`config.mk`:
```
export PLATFORM = sky130hd
export DESIGN_NAME = hpi_norm
export DESIGN_NICKNAME = d
export VERILOG_FILES = /design/src/design/hpi_pkg.sv /design/src/design/hpi_norm.sv
export SDC_FILE = /design/constraint.sdc
export NUM_CORES = 1
export LEC_CHECK = 0
export BUFFER_PORTS_ARGS = -buffer_cell sky130_fd_sc_hd__buf_2
export CAP_MARGIN = 30
export CORE_MARGIN = 2
export CORE_UTILIZATION = 52
export DETAILED_ROUTE_END_ITERATION = 12
export PLACE_DENSITY = 0.75
export SYNTH_ARGS = -nofsm -noshare
export SYNTH_HDL_FRONTEND = slang
export SYNTH_SLANG_ARGS = --single-unit
```
`constraint.sdc`:
```
create_clock -name clk -period 2.5 [get_ports clk]
set_input_delay 0.375 -clock clk [delete_from_list [all_inputs] [get_ports clk]]
set_output_delay 0.375 -clock clk [all_outputs]
set_load 0.02 [all_outputs]
```
`src/design/hpi_pkg.sv`:
```
// shared types and constants of the hilbert point index unit
package hpi_pkg;

	// configuration register indexes
	localparam logic [1:0] REG_X_LOW  = 2'd0;
	localparam logic [1:0] REG_Y_LOW  = 2'd1;
	localparam logic [1:0] REG_X_HIGH = 2'd2;
	localparam logic [1:0] REG_Y_HIGH = 2'd3;

	// bounding box after reset: -180..180 by -90..90 degrees, 20 fraction bits
	localparam logic signed [31:0] BOX_X_LOW_RST  = -32'sd188743680;
	localparam logic signed [31:0] BOX_Y_LOW_RST  = -32'sd94371840;
	localparam logic signed [31:0] BOX_X_HIGH_RST = 32'sd188743680;
	localparam logic signed [31:0] BOX_Y_HIGH_RST = 32'sd94371840;

	// fewest bits that hold the reset box edges
	localparam int BOX_MIN_WIDTH = 29;

	// grid geometry
	localparam int GRID_BITS = 16;
	localparam logic [GRID_BITS-1:0] GRID_MAX = 16'hFFFF;

	// lane numbers
	localparam int LANE_X = 0;
	localparam int LANE_Y = 1;

	// control word that travels with each point down the chain
	typedef struct packed {
		logic       valid;
		logic       clamped;
		logic [1:0] fix;   // grid value forced, per lane
		logic [1:0] full;  // forced value is the top of the grid, per lane
	} ctl_t;

endpackage

```
`src/design/hpi_norm.sv`:
```
// front stages: box tests, offsets and the scaled dividend per lane
module hpi_norm
	import hpi_pkg::*;
#(
	parameter int AW = 32
) (
	input  logic                    clk,
	input  logic                    arst_n,
	input  logic                    en,
	input  logic                    take,
	input  logic [1:0][AW-1:0]      coord,
	input  logic [1:0][AW-1:0]      low,
	input  logic [1:0][AW-1:0]      high,
	output ctl_t                    ctl_s2,
	output logic [1:0][AW-1:0]      rem_s2,
	output logic [1:0][GRID_BITS-1:0] nq_s2,
	output logic [1:0][AW-1:0]      range_s2
);

	logic [1:0]                lt_w;
	logic [1:0]                gt_w;
	logic [1:0]                lt_s1;
	logic [1:0]                gt_s1;
	logic                      valid_s1;
	logic [1:0][AW-1:0]        off_s1;
	logic [1:0][AW-1:0]        range_s1;
	logic [1:0][AW+GRID_BITS-1:0] prod_w;
	logic [1:0]                empty_w;

	// box tests per lane
	always_comb begin
		for (int i = 0; i < 2; i++) begin
			lt_w[i] = $signed(coord[i]) < $signed(low[i]);
			gt_w[i] = $signed(coord[i]) > $signed(high[i]);
		end
	end

	// stage 1: flags, offset from the low edge and box width
	always_ff @(posedge clk or negedge arst_n) begin
		if (!arst_n) begin
			valid_s1 <= 1'b0;
		end else if (en) begin
			valid_s1 <= take;
		end
	end

	always_ff @(posedge clk) begin
		if (en) begin
			lt_s1 <= lt_w;
			gt_s1 <= gt_w;
			for (int i = 0; i < 2; i++) begin
				off_s1[i]   <= coord[i] - low[i];
				range_s1[i] <= high[i] - low[i];
			end
		end
	end

	// offset times 65535, split into the upper remainder and low bits
	always_comb begin
		for (int i = 0; i < 2; i++) begin
			prod_w[i]  = {off_s1[i], {GRID_BITS{1'b0}}} - {{GRID_BITS{1'b0}}, off_s1[i]};
			empty_w[i] = (range_s1[i] == '0);
		end
	end

	// stage 2
	always_ff @(posedge clk or negedge arst_n) begin
		if (!arst_n) begin
			ctl_s2 <= '0;
		end else if (en) begin
			ctl_s2.valid   <= valid_s1;
			ctl_s2.clamped <= |(lt_s1 | gt_s1);
			ctl_s2.fix     <= lt_s1 | gt_s1 | empty_w;
			ctl_s2.full    <= gt_s1 & ~lt_s1;
		end
	end

	always_ff @(posedge clk) begin
		if (en) begin
			for (int i = 0; i < 2; i++) begin
				rem_s2[i]   <= prod_w[i][AW+GRID_BITS-1:GRID_BITS];
				nq_s2[i]    <= prod_w[i][GRID_BITS-1:0];
				range_s2[i] <= range_s1[i];
			end
		end
	end

endmodule

```
==> reports/metrics.cfg <==
[timing]
hold_violations_final = 0
fin_hold_ws_ps = 58.9
rsz0062_at_grt = true
finalWorstSetupSlack_ps = -207
fin_crit_sh = 1.08
timing.final.setup_violations = 30
clock_skew_ps = 20.3
timing.max_slew.rel_slack = 0.591
timing_worst_slew_pin_value_ps = 610
timing.final.max_slew_violations = 0
clock_period_minus_worst_slack_ps = 2710
max_clock_freq_mhz = 369

[die]
initial_utilization = 0.525
fp.dieArea_sq_mm = 0.0416
placeableCoreArea_sq_mm = 0.0396
chipWidth_um = 204
core.rowCount = 73
dieHeight_um = 204
pin_count = 362

[route]
finalWirelength_mm = 70.7
pre_repair_dr_iteration_count = 6
drtAntennaViolNets = 0
routed-via-count = 20000
first_iter_violations = 1323
drc_errors = 0
detail_route.vias_per_cell = 5.66
wire_per_inst_um = 20.0

[outcome]
outcome = finished with violations
violations = negative setup slack

[place]
finalWeightedCongestion = 0.997
detailed_place.area_sq_mm = 0.0276
io_buffers = 361
place.detailed.hpwl_mm = 56.4
placed_cells_incl_taps = 3429

[synthesis]
synth-adder-area-share = 0.139
synth-compound-area-share = 0.175
synth.cell_area_sq_mm = 0.0208
postSynthRegisterBits = 299
synth_cell_types = 74
yosys_warnings = 0
postSynth.asyncResetShare = 0.0234
dominantRegCellSynth = edfxtp_1
yosys.area_share.xor_xnor = 0.0825
synth_edf_count = 292
synth_nets = 2465
synth-seq-area-share = 0.430
synthesis.instances = 2041
synth_top_family_by_area = compound AO/OA/AOI/OAI gates
yosys.area_share.simple = 0.125
synth_area_per_cell_sq_um = 10.2
synth.area.mux_share = 0.00253

[clock_network]
cts-root-buf = clkbuf_16
tritoncts.num_buffers = 34
cts_buffer_depth = 3
cts-htree-levels = 2
clock_tree_from_tritoncts = yes
tritoncts_num_sinks = 299
worst_skew_pair.late_latency_ps = 570
cts.clk_slew.worst_paths_ps = 60

[power]
vdd_ir_drop_max_mv = 0.733
power.static_leakage_nw = 13.8
power_density_mw_per_mm2 = 687

[layout]
final_cells = 3533
final_layout_size_suffix_gt1_frac = 0.389
final_area_sq_mm = 0.0297
layout.filler_cells = 2833
nets = 3404
areaGrowthSynthToFinish_pct = 42.9

[global_routing]
groute.usage.overall = 0.330
gr-total-overflow = 0
grt_antenna_before_repair = 5
global_route_wire_length_before_repair_mm = 106
first_global_vias = 19700
pin_count_of_the_biggest_net_entering_global_routing = 68

[worst_setup_path]
cp_data_required_time_ps = 2800
critical_path.endpoint_type = flop
critical_path_fanouts_max = 5
worst-endpoint-arrival_ps = 3010
timing.critical_path.from_type = flop
r2r-end = rem_s2[56]
rr_startpoint = off_s1[43]
path_class = flop to flop
r2r_cells = 8
r2r_slack_ps = -210

[worst_hold_path]
holdPathStages = 2
hold_path_startpoint = take
worstHoldPathType = input pin to flop
min_delay_worst_endpoint = valid_s1

[run]
maxCapViolations = 0

==> layout by cell type, fill, tap and decap left out, types with 14 or more instances in the layout <==
master,n
nor3_1,30
buf_2,360
nand4_1,48
a21oi_1,135
ha_4,19
edfxtp_1,292
buf_4,571
nor2b_1,27
nor4_1,29
nand2_1,104
o21bai_1,14
ha_1,204
o21a_1,26
inv_1,197
clkbuf_16,34
o21ai_0,84
xor2_1,60
nand3_1,42
a21o_1,108
a21oi_2,15
nor2_1,100
xnor2_1,127
nand2b_1,20
a211oi_1,17
==> cell families after synthesis <==
group,Yosys count
buf+inv,254
flops,299
fa+ha+maj,228
compound gates,555
mux,5
simple gates,504
xor+xnor,196
==> cells in the mapped netlist, types with 5 or more instances <==
| library cell | instances | area (sq um) |
|---|---|---|
| o21a_1 | 26 | 195 |
| a41oi_1 | 9 | 78.8 |
| nand4_1 | 48 | 300 |
| dfrtp_1 | 7 | 175 |
| inv_1 | 212 | 796 |
| a21o_2 | 5 | 43.8 |
| and4_1 | 5 | 43.8 |
| nand2_1 | 107 | 402 |
| o211ai_1 | 11 | 82.6 |
| o21ai_0 | 104 | 521 |
| nor4_1 | 34 | 213 |
| o21bai_1 | 15 | 113 |
| or3_1 | 8 | 50.1 |
| nor2_1 | 108 | 405 |
| a21o_1 | 108 | 811 |
| nand3b_1 | 6 | 45.0 |
| o22ai_1 | 8 | 50.1 |
| a31o_2 | 7 | 61.3 |
| nand2b_1 | 21 | 131 |
| a211oi_1 | 19 | 143 |
| and3_1 | 12 | 75.1 |
| or4_1 | 6 | 45.0 |
| nand3_1 | 44 | 220 |
| nor3_1 | 42 | 210 |
| a311oi_1 | 7 | 61.3 |
| edfxtp_1 | 292 | 8770 |
| a221oi_1 | 5 | 43.8 |
| nor2b_1 | 28 | 175 |
| xor2_1 | 60 | 526 |
| a31oi_1 | 19 | 119 |
| a211o_1 | 5 | 43.8 |
| a21oi_1 | 152 | 761 |
| o31ai_1 | 9 | 67.6 |
| ha_1 | 224 | 2800 |
| and2_1 | 12 | 75.1 |
| xnor2_1 | 136 | 1190 |
| a21boi_0 | 6 | 45.0 |
| clkbuf_1 | 39 | 146 |
==> stage by stage <==
step | setup WS [ps] | utilization | TNS (ps) | total power (W)
2_1_floorplan | -259 | - | -716 | 0.0111
3_3_place_gp | -671 | 0.696 | -28380 | 0.0144
3_5_place_dp | -697 | 0.696 | -31700 | 0.0146
4_1_cts | -148 | 0.736 | -1620 | 0.0200
5_1_grt | -270 | 0.750 | -5820 | 0.0213
6_report | -207 | 0.750 | -2990 | 0.0204
==> worst max-delay path, cell delays in order (launching register included) <==
cell,delay [ps]
edfxtp_1,410
or4_4,560
and4b_2,350
a21o_4,160
a311oi_4,100
or4_4,470
nand3_4,190
nor3_4,60
xnor2_2,140
==> flip-flops by register name (all words and copies together) (netlist names) <==
register,count
off_s1,64
range_s1,64
range_s2,64
rem_s2,64
nq_s2,32
ctl_s2,6
gt_s1,2
lt_s1,2
valid_s1,1
==> where the power goes <==
group / switching (W) / total [W] / internal (W)
registers: 0.000474 / 0.00716 / 0.00669
clock network: 0.00216 / 0.00501 / 0.00285
logic: 0.00441 / 0.00825 / 0.00385
==> timing repair <==
| action | 4_1_cts | 5_1_grt |
|---|---|---|
| endpoints found under the hold margin | 7 | 0 |
| resized for setup | 70 | 78 |
| setup endpoints to repair | 55 | 59 |
| hold buffers | 1 | 0 |
| setup buffers | 23 | 20 |
| pin swaps | 40 | 34 |
==> how the worst max path moves through the flow <==
stage	start	end	cells past startpoint
after detailed placement	low[2]	range_s1[27]	13
after floorplan	low[22]	range_s1[30]	11
final	off_s1[43]	rem_s2[56]	8
after CTS	off_s1[1]	rem_s2[20]	9
after global routing	off_s1[1]	rem_s2[28]	9
after global placement	low[3]	range_s1[27]	13
==> metal layers <==
metal | global-route usage | up-vias | share of wire
li1 | - | 9461 | -
met1 | 0.448 | 9554 | 0.43
met2 | 0.544 | 830 | 0.47
met3 | 0.0529 | 142 | 0.071
met4 | 0.100 | 4 | 0.030
met5 | 0 | - | 0.00037
==> final cells by class <==
class,instances,area [sq um],area share
well taps,525,657,0.0221
repair buffers,945,6280,0.211
clock inverters,23,233,0.00783
clock buffers,38,866,0.0291
multi-input cells,1488,11900,0.401
inverters,212,813,0.0274
flip-flops and latches,299,8940,0.301
diodes,3,7.51,0.000253
(Power assumes the default switching activity.)
