<file path="src/design/hpi_pkg.sv">
// shared types and constants of the hilbert point index unit
package hpi_pkg;

	// configuration register indexes
	localparam logic [1:0] REG_X_LOW  = 2'd0;
	localparam logic [1:0] REG_Y_LOW  = 2'd1;
	localparam logic [1:0] REG_X_HIGH = 2'd2;
	localparam logic [1:0] REG_Y_HIGH = 2'd3;

	// bounding box after reset: -180..180 by -90..90 degrees, 20 fraction bits
	localparam logic signed [31:0] BOX_X_LOW_RST  = -32'sd188743680;
	localparam logic signed [31:0] BOX_Y_LOW_RST  = -32'sd94371840;
	localparam logic signed [31:0] BOX_X_HIGH_RST = 32'sd188743680;
	localparam logic signed [31:0] BOX_Y_HIGH_RST = 32'sd94371840;

	// fewest bits that hold the reset box edges
	localparam int BOX_MIN_WIDTH = 29;

	// grid geometry
	localparam int GRID_BITS = 16;
	localparam logic [GRID_BITS-1:0] GRID_MAX = 16'hFFFF;

	// lane numbers
	localparam int LANE_X = 0;
	localparam int LANE_Y = 1;

	// control word that travels with each point down the chain
	typedef struct packed {
		logic       valid;
		logic       clamped;
		logic [1:0] fix;   // grid value forced, per lane
		logic [1:0] full;  // forced value is the top of the grid, per lane
	} ctl_t;

endpackage

</file>
<file path="src/design/hpi_div_cell.sv">
// one cell of the divide chain: one quotient bit per lane
module hpi_div_cell
	import hpi_pkg::*;
#(
	parameter int AW = 32
) (
	input  logic                      clk,
	input  logic                      arst_n,
	input  logic                      en,
	input  ctl_t                      ctl_in,
	input  logic [1:0][AW-1:0]        rem_in,
	input  logic [1:0][GRID_BITS-1:0] nq_in,
	input  logic [1:0][AW-1:0]        range_in,
	output ctl_t                      ctl_q,
	output logic [1:0][AW-1:0]        rem_q,
	output logic [1:0][GRID_BITS-1:0] nq_q,
	output logic [1:0][AW-1:0]        range_q
);

	logic [1:0][AW:0]          trial_w;
	logic [1:0]                ge_w;
	logic [1:0][AW:0]          diff_w;
	logic [1:0][AW-1:0]        rem_w;
	logic [1:0][GRID_BITS-1:0] nq_w;

	// shift in the next dividend bit, subtract the divisor where it fits
	always_comb begin
		for (int i = 0; i < 2; i++) begin
			trial_w[i] = {rem_in[i], nq_in[i][GRID_BITS-1]};
			ge_w[i]    = trial_w[i] >= {1'b0, range_in[i]};
			diff_w[i]  = ge_w[i] ? trial_w[i] - {1'b0, range_in[i]} : trial_w[i];
			rem_w[i]   = diff_w[i][AW-1:0];
			nq_w[i]    = {nq_in[i][GRID_BITS-2:0], ge_w[i]};
		end
	end

	always_ff @(posedge clk or negedge arst_n) begin
		if (!arst_n) begin
			ctl_q <= '0;
		end else if (en) begin
			ctl_q <= ctl_in;
		end
	end

	always_ff @(posedge clk) begin
		if (en) begin
			rem_q   <= rem_w;
			nq_q    <= nq_w;
			range_q <= range_in;
		end
	end

endmodule

</file>
<file path="config.mk">
export PLATFORM = sky130hd
export DESIGN_NAME = hpi_div_cell
export DESIGN_NICKNAME = d
export VERILOG_FILES = /design/src/design/hpi_pkg.sv /design/src/design/hpi_div_cell.sv
export SDC_FILE = /design/constraint.sdc
export NUM_CORES = 1
export LEC_CHECK = 0
export BUFFER_PORTS_ARGS = -buffer_cell sky130_fd_sc_hd__buf_2
export CAP_MARGIN = 20
export CORE_UTILIZATION = 50
export DETAILED_ROUTE_END_ITERATION = 12
export PLACE_DENSITY = 0.91
export RECOVER_POWER = 100
export SLEW_MARGIN = 20
export SYNTH_ARGS = -nofsm -noshare
export SYNTH_HDL_FRONTEND = slang
export SYNTH_SLANG_ARGS = --single-unit
</file>
<file path="constraint.sdc">
create_clock -name clk -period 1 [get_ports clk]
set_clock_uncertainty 0.15 [all_clocks]
set_input_delay 0 -clock clk [delete_from_list [all_inputs] [get_ports clk]]
set_output_delay 0 -clock clk [all_outputs]
set_load 0.1 [all_outputs]
</file>
==> results of run 1 <==
## through the flow
step	utilization [%]	std cells	setup WS [ps]
3_5_place_dp	85.9	1688	-1970
3_3_place_gp	85.9	1688	-1820
2_1_floorplan	-	897	-1490
## cells in the mapped netlist, drive strengths merged (9+ instances only)
library cell | number | share of area, %
a31oi | 9 | 0.57
mux2 | 39 | 4.6
a21oi | 91 | 4.7
inv | 88 | 3.4
a21o | 25 | 1.9
nand4 | 20 | 1.3
nor3 | 10 | 0.51
edfxtp | 160 | 49
o21bai | 9 | 0.69
nor2 | 72 | 2.8
xor2 | 23 | 2.1
o21ai | 36 | 1.9
buf | 18 | 1.4
nand2 | 45 | 1.7
clkbuf | 15 | 0.57
nand3 | 17 | 1.0
xnor2 | 25 | 2.2
ha | 64 | 8.2
## cell families after synthesis
kind of cell    Yosys count
simple gates            218
fa+ha+maj                66
flops                   166
mux                      42
xor+xnor                 48
buf+inv                 121
compound gates          236
==> results.toml, run 1 <==
[synth]
synth_compound_gate_area_share_pct = 15.5
combinational_family_with_the_most_area_after_synthesis = "compound AO/OA/AOI/OAI gates"
post_synth_and_or_nand_nor_area_fraction_pct = 11.0
syn_nets = 1132
ys_dominant_reg_cell = "edfxtp_1"
yosys_warnings = 0
synth_cells = 897
synth_edf_count = 160
synth.mux.area_fraction_pct = 4.86
synth-seq-area-share_pct = 50.5
yosys.area_share.adder_pct = 8.57
synth_area_per_cell_um2 = 10.9
synthXorXnorAreaFrac_pct = 4.29
synth.cell_area_um2 = 9810
synthDistinctLibCells = 70
ys_ff_latch = 166
synth_async_sr_flop_share_pct = 3.61

[floorplanning]
floorplan.rows = 50
floorplan.die.height_um = 142
chipWidth_um = 142
start_util_pct = 51.8
boundaryPins = 335

[run_status]
stop_stage = "clock tree synthesis (4_1_cts)"
outcome = "did not finish"
firstError = "[ERROR DPL-0038] Utilization greater than 100%, impossible to legalize"

[place]
finalWeightedCongestion = 0.946
port-buffer-count = 334
place_hpwl_um = 31600
placed_area_um2 = 16300

[cts]
cts.htree.levels = 4
ctsRootBufferMaster = "clkbuf_16"
clk_path_buf_depth = 2
postCtsHoldBufs = 163
number_of_clock_sinks = 166
clock_buffers_created_by_tritoncts = 17
post-cts-setup-buffer-count = 58
cts.repair.resized = 305
==> inputs of run 2 (changes only) <==
- CORE_UTILIZATION: 50 -> 35
- PLACE_DENSITY: 0.91 -> unset
- PLACE_DENSITY_LB_ADDON: unset -> 0.15
==> results.toml, run 2 <==
[synth]
synth.largest_area_cell = "edfxtp_1"
synthDistinctLibCells = 70
ys_dominant_reg_cell = "edfxtp_1"
syn_nets = 1132
synth_async_sr_flop_share_pct = 3.61
yosys.area.top_type_share_pct = 49.0
synth_common_cells = "160 x edfxtp_1, 89 x a21oi_1, 88 x inv_1, 72 x nor2_1, 64 x ha_1"
synth-seq-area-share_pct = 50.5
ys_top_cells_by_area = "edfxtp_1 49%, ha_1 8.2%, a21oi_1 4.5%"
ys_ff_latch = 166
synth.cell_area_um2 = 9810
synth_edf_count = 160
synth_area_per_cell_um2 = 10.9
yosys_warnings = 0
synth_cells = 897
post-synth-top-count-cell = "edfxtp_1"

[global_route]
number_of_antenna_violations_at_the_first_check_in_global_routing = 6
grt_overflow_total = 0
grt_pass1_wl_um = 55400
grt_pass1_vias = 10700
largest_net_degree_at_the_start_of_global_routing = 34
groute.usage.overall_pct = 24.8

[critical_path]
path_cells = "clkbuf_1, inv_2, ha_4, a21o_1, a31oi_4, a21o_1, nand3_2, a311o_1, o22a_2, buf_6, buf_16, mux2_4"
cp-end-kind = "flop"
critPathMostFrequentCell = "a21o_1"
critical_path_peak_fanout = 6
timing.setup.critical_path_class = "input pin to flop"
cp_slowest_cell = "mux2_4"
arrival_time_at_the_worst_endpoint_ps = 2210
timing.critical_path.required_ps = 1030
critical_path.max_stage_delay_ps = 300
cp-start-kind = "input pin"

[timing]
worst_tran_pin_value_ps = 572
final_critical_path_setup_slack_ps = -1170
post_route_hold_slack_ps = -402
drv_slew = 0
final_min_period_over_clock_period_pct = 217
hold_viol = 7
minimum_clock_period_ps = 2170
totalNegativeSetupSlack_ps = -109660
slew_headroom_pct = 61.8
rsz0062_at_grt = "true"
setup_viol_count_final = 332
max_freq_ghz = 0.460

[worst_hold_path]
hold_path.class = "input pin to flop"

[run_status]
outcome = "finished, violations left"
failing_checks = "hold timing, setup timing"

[layout]
layout.cells.most_common = "buf_4"
synthToLayoutAreaGrowth_pct = 112
mostFrequentLayoutCells = "247 x buf_4, 180 x buf_12, 161 x dlygate4sd3_1, 160 x edfxtp_1, 121 x buf_2"
post-route-util_pct = 76.3
top_regs = "range_q: 64 flops, rem_q: 64 flops, nq_q: 32 flops"
design.final.nets = 1906
drive_above_1_share_pct = 53.3
instances_no_fill = 2061

[place]
finalWeightedCongestion = 0.896
place_hpwl_um = 24600
port-buffer-count = 334
dpl_worst_slack_ps = -1830
place.detailed.instances = 1806

[job]
timing.max_cap.violations = 0

[floorplanning]
floorplan.die_area_um2 = 28700
floorplan.die.height_um = 169
floorplan.rows = 60
boundaryPins = 335
core_region_area_um2 = 27300
chipWidth_um = 169
start_util_pct = 36.0

[pwr]
power_switching_mw = 13.3
power.share.switching_pct = 40.7
max-vdd-ir-drop_mv = 1.40
power.leakage_nw = 8.91
share_of_total_power_in_sequential_cells_pct = 28.4
comb_power_share_pct = 50.2
intPower_mw = 19.3
power_density_nw_per_um2 = 1570
power.clock.fraction_pct = 21.4

[cts]
ctsRootBufferMaster = "clkbuf_16"
cts.htree.levels = 4
cts_tree = "done"
clk_path_buf_depth = 2
clk_transition_reported_paths_ps = 70
clock_buffers_created_by_tritoncts = 17
clock_insertion_delay_worst_skew_ps = 440
number_of_clock_sinks = 166

[routing]
drtPass1Iterations = 5
final_antenna_net_count = 0
wire_per_inst_um = 18.0
detailed_route_drc_error_count = 0
via_per_inst = 4.97
dr.first_iter.drc_count = 510
detailed_route_wire_length_um = 37000
routed-via-count = 10200
==> run 2: through the flow <==
stage                     area [um2]  hold WS [ps]  total power [mW]
after detailed placement       16500          -310              23.4
after global placement         16500          -316              23.3
after global routing           20800          -430              33.7
final                          20800          -402              32.6
after CTS                      20000          -427              32.0
after floorplan                10200          -446              17.5
==> run 2: cells by family after synthesis <==
logic type               count (synthesis)  synth area share [%]
AO/OA/AOI/OAI                          236                  15.5
AND/OR/NAND/NOR                        218                  11.0
flip-flops                             166                  50.5
buffers and inverters                  121                  5.29
adder cells (fa/ha/maj)                 66                  8.57
XOR/XNOR                                48                  4.29
multiplexers                            42                  4.86
==> run 2: area by class of cell <==
class,count,area (um2)
Inverter,88,398
Fill cell,1635,6460
Clock buffer,18,439
Antenna cell,5,12.5
Timing Repair Buffer,788,8490
Multi-Input combinational cell,610,5840
Clock inverter,14,185
Sequential cell,166,4950
Tap cell,372,465
==> run 2: what timing repair did <==
item                                   4_1_cts  5_1_grt
setup endpoints to repair                  232      240
pin swaps                                   76       42
gates cloned                                 5        1
gates resized for setup                    198      164
hold buffers                               158        4
endpoints found under the hold margin      273       91
buffers inserted                            43       21
==> run 2: power groups by stage <==
stage	Sequential, mW	Clock [mW]	Combinational, mW
CTS	9.27	7.09	15.6
floorplan	14.5	0	2.97
global route	9.34	7.35	17.0
global placement	9.38	0	13.9
detailed placement	9.40	0	14.0
finish	9.27	6.96	16.4
==> run 2: final timing paths <==
check	from	to	slack [ps]	depth (start not counted)
min	range_in[32]	range_q[32]	-400	1
max reg2reg	ctl_q[4]	ctl_q[4]	-30	2
max in group asynchronous	arst_n	ctl_q[3]	110	3
max	range_in[35]	rem_q[55]	-1170	12
min in group asynchronous	arst_n	ctl_q[2]	360	3
min reg2reg	ctl_q[0]	ctl_q[0]	430	1
==> run 2: critical path: cells and delay by family <==
kind            cells  cell delay [ps]
compound gates      5             1120
buf+inv             4              490
mux                 1              300
fa+ha+maj           1              170
simple gates        1              110
==> run 2: layer usage <==
metal	GRT usage (%)	wire (um)
met5	0	14
met1	27.9	14200
met3	5.71	1850
met4	9.28	1060
met2	45.3	19800
Note: power is estimated with default switching activity, not from simulation.
