<file path="src/design/hpi_pkg.sv">
// shared types and constants of the hilbert point index unit
package hpi_pkg;

	// configuration register indexes
	localparam logic [1:0] REG_X_LOW  = 2'd0;
	localparam logic [1:0] REG_Y_LOW  = 2'd1;
	localparam logic [1:0] REG_X_HIGH = 2'd2;
	localparam logic [1:0] REG_Y_HIGH = 2'd3;

	// bounding box after reset: -180..180 by -90..90 degrees, 20 fraction bits
	localparam logic signed [31:0] BOX_X_LOW_RST  = -32'sd188743680;
	localparam logic signed [31:0] BOX_Y_LOW_RST  = -32'sd94371840;
	localparam logic signed [31:0] BOX_X_HIGH_RST = 32'sd188743680;
	localparam logic signed [31:0] BOX_Y_HIGH_RST = 32'sd94371840;

	// fewest bits that hold the reset box edges
	localparam int BOX_MIN_WIDTH = 29;

	// grid geometry
	localparam int GRID_BITS = 16;
	localparam logic [GRID_BITS-1:0] GRID_MAX = 16'hFFFF;

	// lane numbers
	localparam int LANE_X = 0;
	localparam int LANE_Y = 1;

	// control word that travels with each point down the chain
	typedef struct packed {
		logic       valid;
		logic       clamped;
		logic [1:0] fix;   // grid value forced, per lane
		logic [1:0] full;  // forced value is the top of the grid, per lane
	} ctl_t;

endpackage

</file>
<file path="src/design/hpi_curve.sv">
// grid override and hilbert index by prefix scan and bit interleave
module hpi_curve
	import hpi_pkg::*;
(
	input  logic                      clk,
	input  logic                      arst_n,
	input  logic                      en,
	input  ctl_t                      ctl_in,
	input  logic [1:0][GRID_BITS-1:0] quot_in,
	output logic                      valid_q,
	output logic [31:0]               index_q,
	output logic                      clamped_q
);

	logic [1:0][GRID_BITS-1:0] grid_w;
	logic [31:0]               index_w;

	// spread sixteen bits to the even lanes of a word
	function automatic logic [31:0] spread16(input logic [15:0] v);
		logic [31:0] w;
		w = {16'h0000, v};
		w = (w | (w << 8)) & 32'h00FF00FF;
		w = (w | (w << 4)) & 32'h0F0F0F0F;
		w = (w | (w << 2)) & 32'h33333333;
		w = (w | (w << 1)) & 32'h55555555;
		return w;
	endfunction

	// forced grid values for clamped points and empty boxes
	always_comb begin
		for (int i = 0; i < 2; i++) begin
			if (ctl_in.fix[i]) begin
				grid_w[i] = ctl_in.full[i] ? GRID_MAX : '0;
			end else begin
				grid_w[i] = quot_in[i];
			end
		end
	end

	// prefix scan of the curve states over shifts of 2, 4 and 8
	always_comb begin
		logic [15:0] gx, gy, qa, qb, qc, qd, pa, pb, pc, pd, ha, hb, lo, hi;
		int sh;
		gx = grid_w[LANE_X];
		gy = grid_w[LANE_Y];
		qa = gx ^ gy;
		qb = ~qa;
		qc = ~(gx | gy);
		qd = gx & ~gy;
		pa = qa | (qb >> 1);
		pb = (qa >> 1) ^ qa;
		pc = ((qc >> 1) ^ (qb & (qd >> 1))) ^ qc;
		pd = ((qa & (qc >> 1)) ^ (qd >> 1)) ^ qd;
		for (int k = 0; k < 3; k++) begin
			sh = 2 << k;
			qa = pa;
			qb = pb;
			qc = pc;
			qd = pd;
			pc = pc ^ (qa & (qc >> sh)) ^ (qb & (qd >> sh));
			pd = pd ^ (qb & (qc >> sh)) ^ ((qa ^ qb) & (qd >> sh));
			if (k < 2) begin
				pa = (qa & (qa >> sh)) ^ (qb & (qb >> sh));
				pb = (qa & (qb >> sh)) ^ (qb & ((qa ^ qb) >> sh));
			end
		end
		ha = pc ^ (pc >> 1);
		hb = pd ^ (pd >> 1);
		lo = gx ^ gy;
		hi = hb | ~(lo | ha);
		index_w = (spread16(hi) << 1) | spread16(lo);
	end

	always_ff @(posedge clk or negedge arst_n) begin
		if (!arst_n) begin
			valid_q <= 1'b0;
		end else if (en) begin
			valid_q <= ctl_in.valid;
		end
	end

	always_ff @(posedge clk) begin
		if (en) begin
			index_q   <= index_w;
			clamped_q <= ctl_in.clamped;
		end
	end

endmodule

</file>
<file path="config.mk">
export PLATFORM = sky130hd
export DESIGN_NAME = hpi_curve
export DESIGN_NICKNAME = d
export VERILOG_FILES = /design/src/design/hpi_pkg.sv /design/src/design/hpi_curve.sv
export SDC_FILE = /design/constraint.sdc
export NUM_CORES = 1
export LEC_CHECK = 0
export BUFFER_PORTS_ARGS = -buffer_cell sky130_fd_sc_hd__buf_4
export CAP_MARGIN = 20
export CORE_UTILIZATION = 40
export DETAILED_ROUTE_END_ITERATION = 7
export HOLD_SLACK_MARGIN = 0.05
export PLACE_DENSITY = 0.7
export SYNTH_ARGS = -nofsm -noshare
export SYNTH_HDL_FRONTEND = slang
export SYNTH_SLANG_ARGS = --single-unit
</file>
<file path="constraint.sdc">
create_clock -name clk -period 1.95 [get_ports clk]
set_input_delay 0.195 -clock clk [delete_from_list [all_inputs] [get_ports clk]]
set_output_delay 0.195 -clock clk [all_outputs]
set_load 0.1 [all_outputs]
</file>
==> run summary, run 1 <==
prevailing post-synth register cell: edfxtp_1
number of design rule violations left after detail routing: 0
placer's final routability congestion estimate: 0.948
number of vias in the routed layout: 8682
standard-cell rows: 46
clock tree root driver cell: clkbuf_16
violated checks: setup timing
final design area excluding fillers: 0.0120 mm2
Clk Latency, worst-skew pair: 0.31 ns
Reg clk slew, reported paths: 0.07 ns
CTS tree: yes
CORE AREA: 0.0160 mm2
fill cell instance count of the final layout: 933
setup repair after global routing missed its margin: true
diode insertion count for antenna repair: 0
library cell occupying the most area in the post-synthesis netlist: xnor2_1
actual slew at the worst max-slew pin: 0.528 ns
nature of the critical path endpoint: flip-flop
Syn Std Cell Area: 0.00662 mm2
total congestion overflow: 0
antenna violations before repair: 0
port bufs: 74
number of global-route vias before repair: 7771
Starting Density: 0.414
layout overhead on the synthesized area: 81.2%
warning count from the yosys run: 0
clk buf depth: 2
number of buffers created by CTS: 5
share of Yosys cell area claimed by the top area cell type: 0.206
cell count after synthesis: 836
number of enable flip-flop cells after synthesis: 33
overall routing resource usage: 0.308
Maximum Capacitance Violations: 0
final worst-path setup slack: -1.93 ns
pre-CTS WS: -2.17 ns
Final Hold Violating Endpoints: 0
Tightest Hold Check Type: primary input to flip-flop
CP Max Fanout: 5
average instance area after synthesis: 7.92 um2
clock net sink count: 34
final critical-path required period: 3.88 ns
clk_skew: 0 ns
antenna viol nets, final: 0
CTS H-tree lvls: 2
worst endpoint data arrival time: 3.94 ns
I/O pin total: 75
via density per instance: 5.89
routed wirelength normalized by instance count: 21.8 um
count of final max-slew check failures: 0
floorplan die area: 0.0171 mm2
vertical die dimension: 131 um
First-pass DRT Iterations: 5
largest cells by area after synthesis: xnor2_1 21%, edfxtp_1 15%, ha_1 11%
Nets: 1358
die extent in x: 131 um
outcome: finished with violations
critical path required time: 2.01 ns
post-synthesis sequential area ratio: 0.153
pin count of the biggest net entering global routing: 35
wire length of the first global-routing pass: 40.2 mm
relative slew slack: 0.648
area after detailed placement: 0.0100 mm2
async set-reset flop share out of synthesis: 0.0294
synthesis-stage register bit count: 34
Post-Syn Nets: 937
HPWL after detailed placement: 18.4 mm
worst setup path category: primary input to flip-flop
proportion of layout cells with a drive suffix above 1: 0.533
achievable frequency: 0.258 GHz
period utilization: 1.99
number of unique standard cell types used by synthesis: 61
Final Routed Wirelength: 32.1 mm
Final setup viols: 14
kind of start point of the critical path: primary input
Hold WS: 0.0586 ns
number of DRC markers after the initial detailed-route iteration: 916
==> through the flow <==
stage           util  instances  TNS, ns
5_1_grt        0.750       1474   -22.57
3_5_place_dp   0.626       1401   -24.56
3_3_place_gp   0.626       1401   -23.60
4_1_cts        0.699       1443   -18.17
2_1_floorplan      -        836   -19.40
6_report       0.750       1474   -20.98
==> placed cells by master (no fill, tap or decap), types with 23 or more instances in the layout <==
cell type / count
inv_1: 27
xnor2_2: 27
ha_1: 27
nor2_2: 25
xnor2_1: 124
edfxtp_1: 33
nand2_1: 41
a21oi_1: 44
nor2_1: 114
o21ai_0: 23
buf_4: 398
nor2_4: 24
xor2_1: 36
==> final timing paths <==
path / start / endpoint / slack [ns] / cells past startpoint
worst max register to register: valid_q / valid_q / 1.21 / 1
max in group asynchronous: arst_n / valid_q / 1.66 / 2
min in group asynchronous: arst_n / valid_q / 0.21 / 2
worst max-delay path: ctl_in[1] / index_q[3] / -1.93 / 18
worst min register to register: valid_q / valid_q / 0.51 / 1
worst min-delay path: ctl_in[4] / clamped_q / 0.06 / 1
==> worst max-delay path: stages <==
cell and delay [ns]:
buf_6 0.09, and2_4 0.20, buf_12 0.15, a21oi_4 0.14, ha_4 0.24, buf_4 0.15, nor2b_1 0.23, xnor2_2 0.15
buf_4 0.18, xnor2_2 0.32, a211oi_4 0.10, or4_4 0.57, and4b_4 0.21, a2111oi_4 0.32, xnor2_1 0.13, a32o_2 0.29
xnor2_1 0.17, o21ai_1 0.07
==> flip-flops by register name, indices dropped and copies added (netlist names) <==
register   count
valid_q        1
index_q       32
clamped_q      1
==> kinds of logic (layout without fill, tap and decap cells) <==
group	after synthesis	after routing	synth area share
buffers and inverters	47	469	0.0268
AND/OR/NAND/NOR	274	274	0.180
multiplexers	5	5	0.00794
AO/OA/AOI/OAI	182	182	0.165
flip-flops	34	34	0.153
adder cells (fa/ha/maj)	60	60	0.113
XOR/XNOR	234	234	0.353
==> cells in the mapped netlist (all sizes together), types with 5 or more instances <==
cell type  number
nor2          163
xnor2         162
a21oi          75
ha             60
xor2           57
nand2          47
o21ai          44
edfxtp         33
inv            33
nor2b          18
o22ai          15
clkbuf         13
nor3           10
a22oi           9
xnor3           9
nand3           7
nor4            7
xor3            6
a31oi           5
and2            5
==> final cells by class <==
type                       instances  area [um2]  area share
clock buffer                       5         125      0.0104
timing repair buffer             428        3370       0.281
sequential                        34        1020      0.0847
tap                              216         270      0.0225
clock inverter                     3        45.0     0.00376
multi-input combinational        755        7030       0.586
inverter                          33         130      0.0108
==> routing by layer <==
metal / up-vias / track usage / routed length, um / share of wire
li1: 3705 / - / - / -
met1: 4116 / 0.383 / 11500 / 0.36
met2: 649 / 0.538 / 15200 / 0.47
met3: 212 / 0.0301 / 3130 / 0.098
met4: 0 / 0.143 / 2220 / 0.069
met5: - / 0 / 0 / 0
==> repair_timing <==
action	4_1_cts	5_1_grt
hold endpoints to repair	1	0
setup buffers	32	36
gates cloned	1	0
pin swaps	39	70
setup endpoints to repair	14	14
hold buffers	1	0
gates resized for setup	142	121
Power of run 1 is not shown: default switching activity piles up to over one toggle a cycle in this logic, so the estimate is an artifact.
==> inputs of run 2 (changes only) <==
--- a/config.mk
+++ b/config.mk
@@ -7,10 +7,11 @@
 export LEC_CHECK = 0
 export BUFFER_PORTS_ARGS = -buffer_cell sky130_fd_sc_hd__buf_4
 export CAP_MARGIN = 20
-export CORE_UTILIZATION = 40
+export CORE_UTILIZATION = 55
 export DETAILED_ROUTE_END_ITERATION = 7
+export GPL_TIMING_DRIVEN = 0
 export HOLD_SLACK_MARGIN = 0.05
-export PLACE_DENSITY = 0.7
+export PLACE_DENSITY = 0.91
 export SYNTH_ARGS = -nofsm -noshare
 export SYNTH_HDL_FRONTEND = slang
 export SYNTH_SLANG_ARGS = --single-unit
==> constraint.sdc (replaced) <==
create_clock -name clk -period 3.4 [get_ports clk]
set_input_delay 0.34 -clock clk [delete_from_list [all_inputs] [get_ports clk]]
set_output_delay 0.34 -clock clk [all_outputs]
set_load 0.1 [all_outputs]
==> run 2 against run 1 <==
Compared with the run above: the flow now stops in global routing (5_1_grt); area after synthesis did not move; synthesized cell count stayed put.
==> run summary, run 2 <==
largest family of logic cells by synthesized area: XOR/XNOR gates
clock tree root driver cell: clkbuf_16
HPWL after detailed placement: 14.2 mm
pre-CTS WS: -1.68 ns
placer's final routability congestion estimate: 0.917
port bufs: 74
xor and xnor fraction of the mapped netlist area: 0.353
clk buf depth: 2
standard-cell rows: 39
share of cell area taken by muxes after synthesis: 0.00794
failing step: global routing (5_1_grt)
Post-Syn Nets: 937
clock net sink count: 34
number of enable flip-flop cells after synthesis: 33
number of buffers created by CTS: 5
die extent in x: 112 um
outcome: did not finish
Cells after DPL: 1053
largest cells by area after synthesis: xnor2_1 21%, edfxtp_1 15%, ha_1 11%
share of Yosys cell area claimed by the top area cell type: 0.206
number of unique standard cell types used by synthesis: 61
post-synthesis share of cell area spent on and, or, nand and nor gates: 0.180
overall routing resource usage: 0.728
most frequently used cell type in the post-synthesis netlist: nor2_1
warning count from the yosys run: 0
total congestion overflow: 6
grt repair worst endpoint: index_q[3]$_DFFE_PP_/D
pin count of the biggest net entering global routing: 35
async set-reset flop share out of synthesis: 0.0294
Post-synth top cells: 162 x nor2_1, 156 x xnor2_1, 75 x a21oi_1, 60 x ha_1, 55 x xor2_1
synthesis-stage register bit count: 34
library cell occupying the most area in the post-synthesis netlist: xnor2_1
vertical die dimension: 112 um
I/O pin total: 75
Post-Synth Adder-Cell Area: 0.113
average instance area after synthesis: 7.92 um2
Starting Density: 0.572
cell count after synthesis: 836
Syn Std Cell Area: 0.00662 mm2
First Error: [ERROR GRT-0232] Routing congestion too high. Check the congestion heatmap in the GUI.
prevailing post-synth register cell: edfxtp_1
post-synthesis sequential area ratio: 0.153
fraction of the mapped netlist area in compound gates: 0.165
CTS H-tree lvls: 2
worst ep type: register input
==> run 2: cell counts after synthesis <==
Identical to the previous run, type by type.
==> run 2: metal layers <==
metal,GRT usage,GRT overflow
met1,0.744,0
met2,0.887,2
met3,0.592,0
met4,0.705,4
met5,0.110,0
==> run 2: what timing repair did <==
action | 4_1_cts
buffers inserted | 62
pin swaps | 54
hold buffers | 1
endpoints found under the hold margin | 1
endpoints found under the setup margin | 12
gates cloned | 3
gates resized for setup | 169
==> run 2: per-stage QoR <==
step	hold WS [ns]	instance area [um2]	setup TNS, ns
floorplan	0.0444	7090	-3.05
global placement	0.115	7820	-14.05
detailed placement	0.117	7820	-14.49
CTS	0.223	9390	-2.65
==> run 2: logic make-up after synthesis <==
group | Yosys count
compound gates | 182
xor+xnor | 234
fa+ha+maj | 60
buf+inv | 47
flops | 34
mux | 5
simple gates | 274
==> inputs of run 3 (changes only) <==
--- a/config.mk
+++ b/config.mk
@@ -7,11 +7,10 @@
 export LEC_CHECK = 0
 export BUFFER_PORTS_ARGS = -buffer_cell sky130_fd_sc_hd__buf_4
 export CAP_MARGIN = 20
-export CORE_UTILIZATION = 55
+export CORE_UTILIZATION = 40
 export DETAILED_ROUTE_END_ITERATION = 7
 export GPL_TIMING_DRIVEN = 0
-export HOLD_SLACK_MARGIN = 0.05
-export PLACE_DENSITY = 0.91
+export PLACE_DENSITY_LB_ADDON = 0.15
 export SYNTH_ARGS = -nofsm -noshare
 export SYNTH_HDL_FRONTEND = slang
 export SYNTH_SLANG_ARGS = --single-unit
==> constraint.sdc (replaced) <==
create_clock -name clk -period 4.4 [get_ports clk]
set_input_delay 0.44 -clock clk [delete_from_list [all_inputs] [get_ports clk]]
set_output_delay 0.44 -clock clk [all_outputs]
set_load 0.1 [all_outputs]
==> run 3 against run 2 <==
Compared with the run above: the flow now finishes without violations.
==> run summary, run 3 (synthesis gave the netlist of run 1 again) <==
outcome: finished, final reports clean
vertical die dimension: 131 um
port bufs: 74
First-pass DRT Iterations: 6
cell type of the slowest stage on the worst timing path: or4_4
final worst-path setup slack: 0.0516 ns
placer's final routability congestion estimate: 0.884
achievable frequency: 0.230 GHz
overall routing resource usage: 0.230
reg-to-reg slack, setup: 3.66 ns
Final setup viols: 0
number of design rule violations left after detail routing: 0
clock tree root driver cell: clkbuf_16
die extent in x: 131 um
total congestion overflow: 0
CORE AREA: 0.0160 mm2
floorplan die area: 0.0171 mm2
period utilization: 0.988
Nets: 1067
clock net sink count: 34
via density per instance: 5.42
CP Max Fanout: 10
layer with the highest usage: met2
Maximum Capacitance Violations: 0
number of DRC markers after the initial detailed-route iteration: 464
fill cell instance count of the final layout: 1478
largest incremental delay on the critical path: 0.51 ns
antenna violations before repair: 0
clk_skew: 0 ns
setup repair after global routing missed its margin: true
Reg clk slew, reported paths: 0.06 ns
number of global-route vias before repair: 5764
worst endpoint data arrival time: 4.38 ns
proportion of layout cells with a drive suffix above 1: 0.310
Starting Density: 0.414
Final Routed Wirelength: 20.0 mm
Critical path buffers and inverters: 5
diode insertion count for antenna repair: 0
most common library cell in the layout ignoring fill and taps: nor2_1
Final Hold Violating Endpoints: 0
I/O pin total: 75
worst setup path category: primary input to flip-flop
number of flip-flops in the largest register: 32
CTS tree: yes
CTS H-tree lvls: 2
HPWL after detailed placement: 15.1 mm
clk buf depth: 2
relative slew slack: 0.613
critical-path cell list: buf_4 > and2_1 > clkbuf_2 > clkbuf_8 > a21oi_2 > ha_4 > inv_1 > ha_2 > nor2b_4 > xnor2_4 > xor2_2 > a211oi_2 > or4_4 > and2_2 > buf_2 > a221oi_1 > a32o_2 > xnor2_2 > o21ai_1
count of final max-slew check failures: 0
met3 global-route usage: 0.0314
most frequent cells in the layout: 136 x nor2_1, 122 x xnor2_1, 122 x buf_4, 60 x a21oi_1, 46 x nand2_1
pre-CTS WS: -1.07 ns
Clk Latency, worst-skew pair: 0.28 ns
actual slew at the worst max-slew pin: 0.576 ns
layout overhead on the synthesized area: 37.3%
GR met2 Demand/Resource: 0.376
standard-cell rows: 46
routed wirelength normalized by instance count: 16.9 um
kind of start point of the critical path: primary input
final critical-path required period: 4.35 ns
leading registers by flop count: index_q x32, clamped_q x1, valid_q x1
number of vias in the routed layout: 6407
pin count of the biggest net entering global routing: 35
met1 Track Usage GR: 0.319
Largest Register: index_q
Tightest Hold Check Type: primary input to flip-flop
wire length of the first global-routing pass: 30.0 mm
nature of the critical path endpoint: flip-flop
antenna viol nets, final: 0
critical path required time: 4.43 ns
category of cells accounting for the largest share of critical-path delay: compound AO/OA/AOI/OAI gates
number of buffers created by CTS: 5
## run 3: worst paths after layout
path	startpoint	to	depth (start not counted)
max in group asynchronous	arst_n	valid_q	2
min in group asynchronous	arst_n	valid_q	2
worst max-delay path	ctl_in[2]	index_q[1]	19
worst min-delay path	ctl_in[4]	clamped_q	1
worst min register to register	valid_q	valid_q	1
worst max register to register	valid_q	valid_q	1
## run 3: area by class of cell
cell class                 instances  area [um2]  share of cell area
clock inverter                     1        30.0             0.00330
buffer                            14         101              0.0112
multi-input combinational        755        6470               0.712
timing repair buffer             123         938               0.103
clock buffer                       7         133              0.0146
tap                              216         270              0.0297
inverter                          33         131              0.0145
sequential                        34        1020               0.112
## run 3: stage by stage
stage                     hold WS [ns]  TNS (ns)  cells  cell area, um2   util
final                            0.333         0   1183            9090  0.568
after global routing             0.335    -0.311   1183            9090  0.568
after detailed placement         0.217     -7.77   1126            7490  0.468
after global placement           0.216     -8.28   1126            7490  0.468
after CTS                        0.329         0   1153            8250  0.516
after floorplan                  0.144         0    836            6660      -
## run 3: layer usage
layer  part of all wire  vias up  wire length, um
li1                   -     3116                -
met1               0.46     3058             9150
met2               0.48      208             9590
met3              0.048       25              951
met4              0.016        0              311
met5                  0        -                0
## run 3: what timing repair did
item / 4_1_cts / 5_1_grt
hold endpoints to repair: 1 / 0
endpoints found under the setup margin: 9 / 8
setup buffers: 18 / 30
pin swaps: 17 / 28
hold buffers: 1 / 0
resized for setup: 88 / 121
Power of run 3 is left out for the same reason.
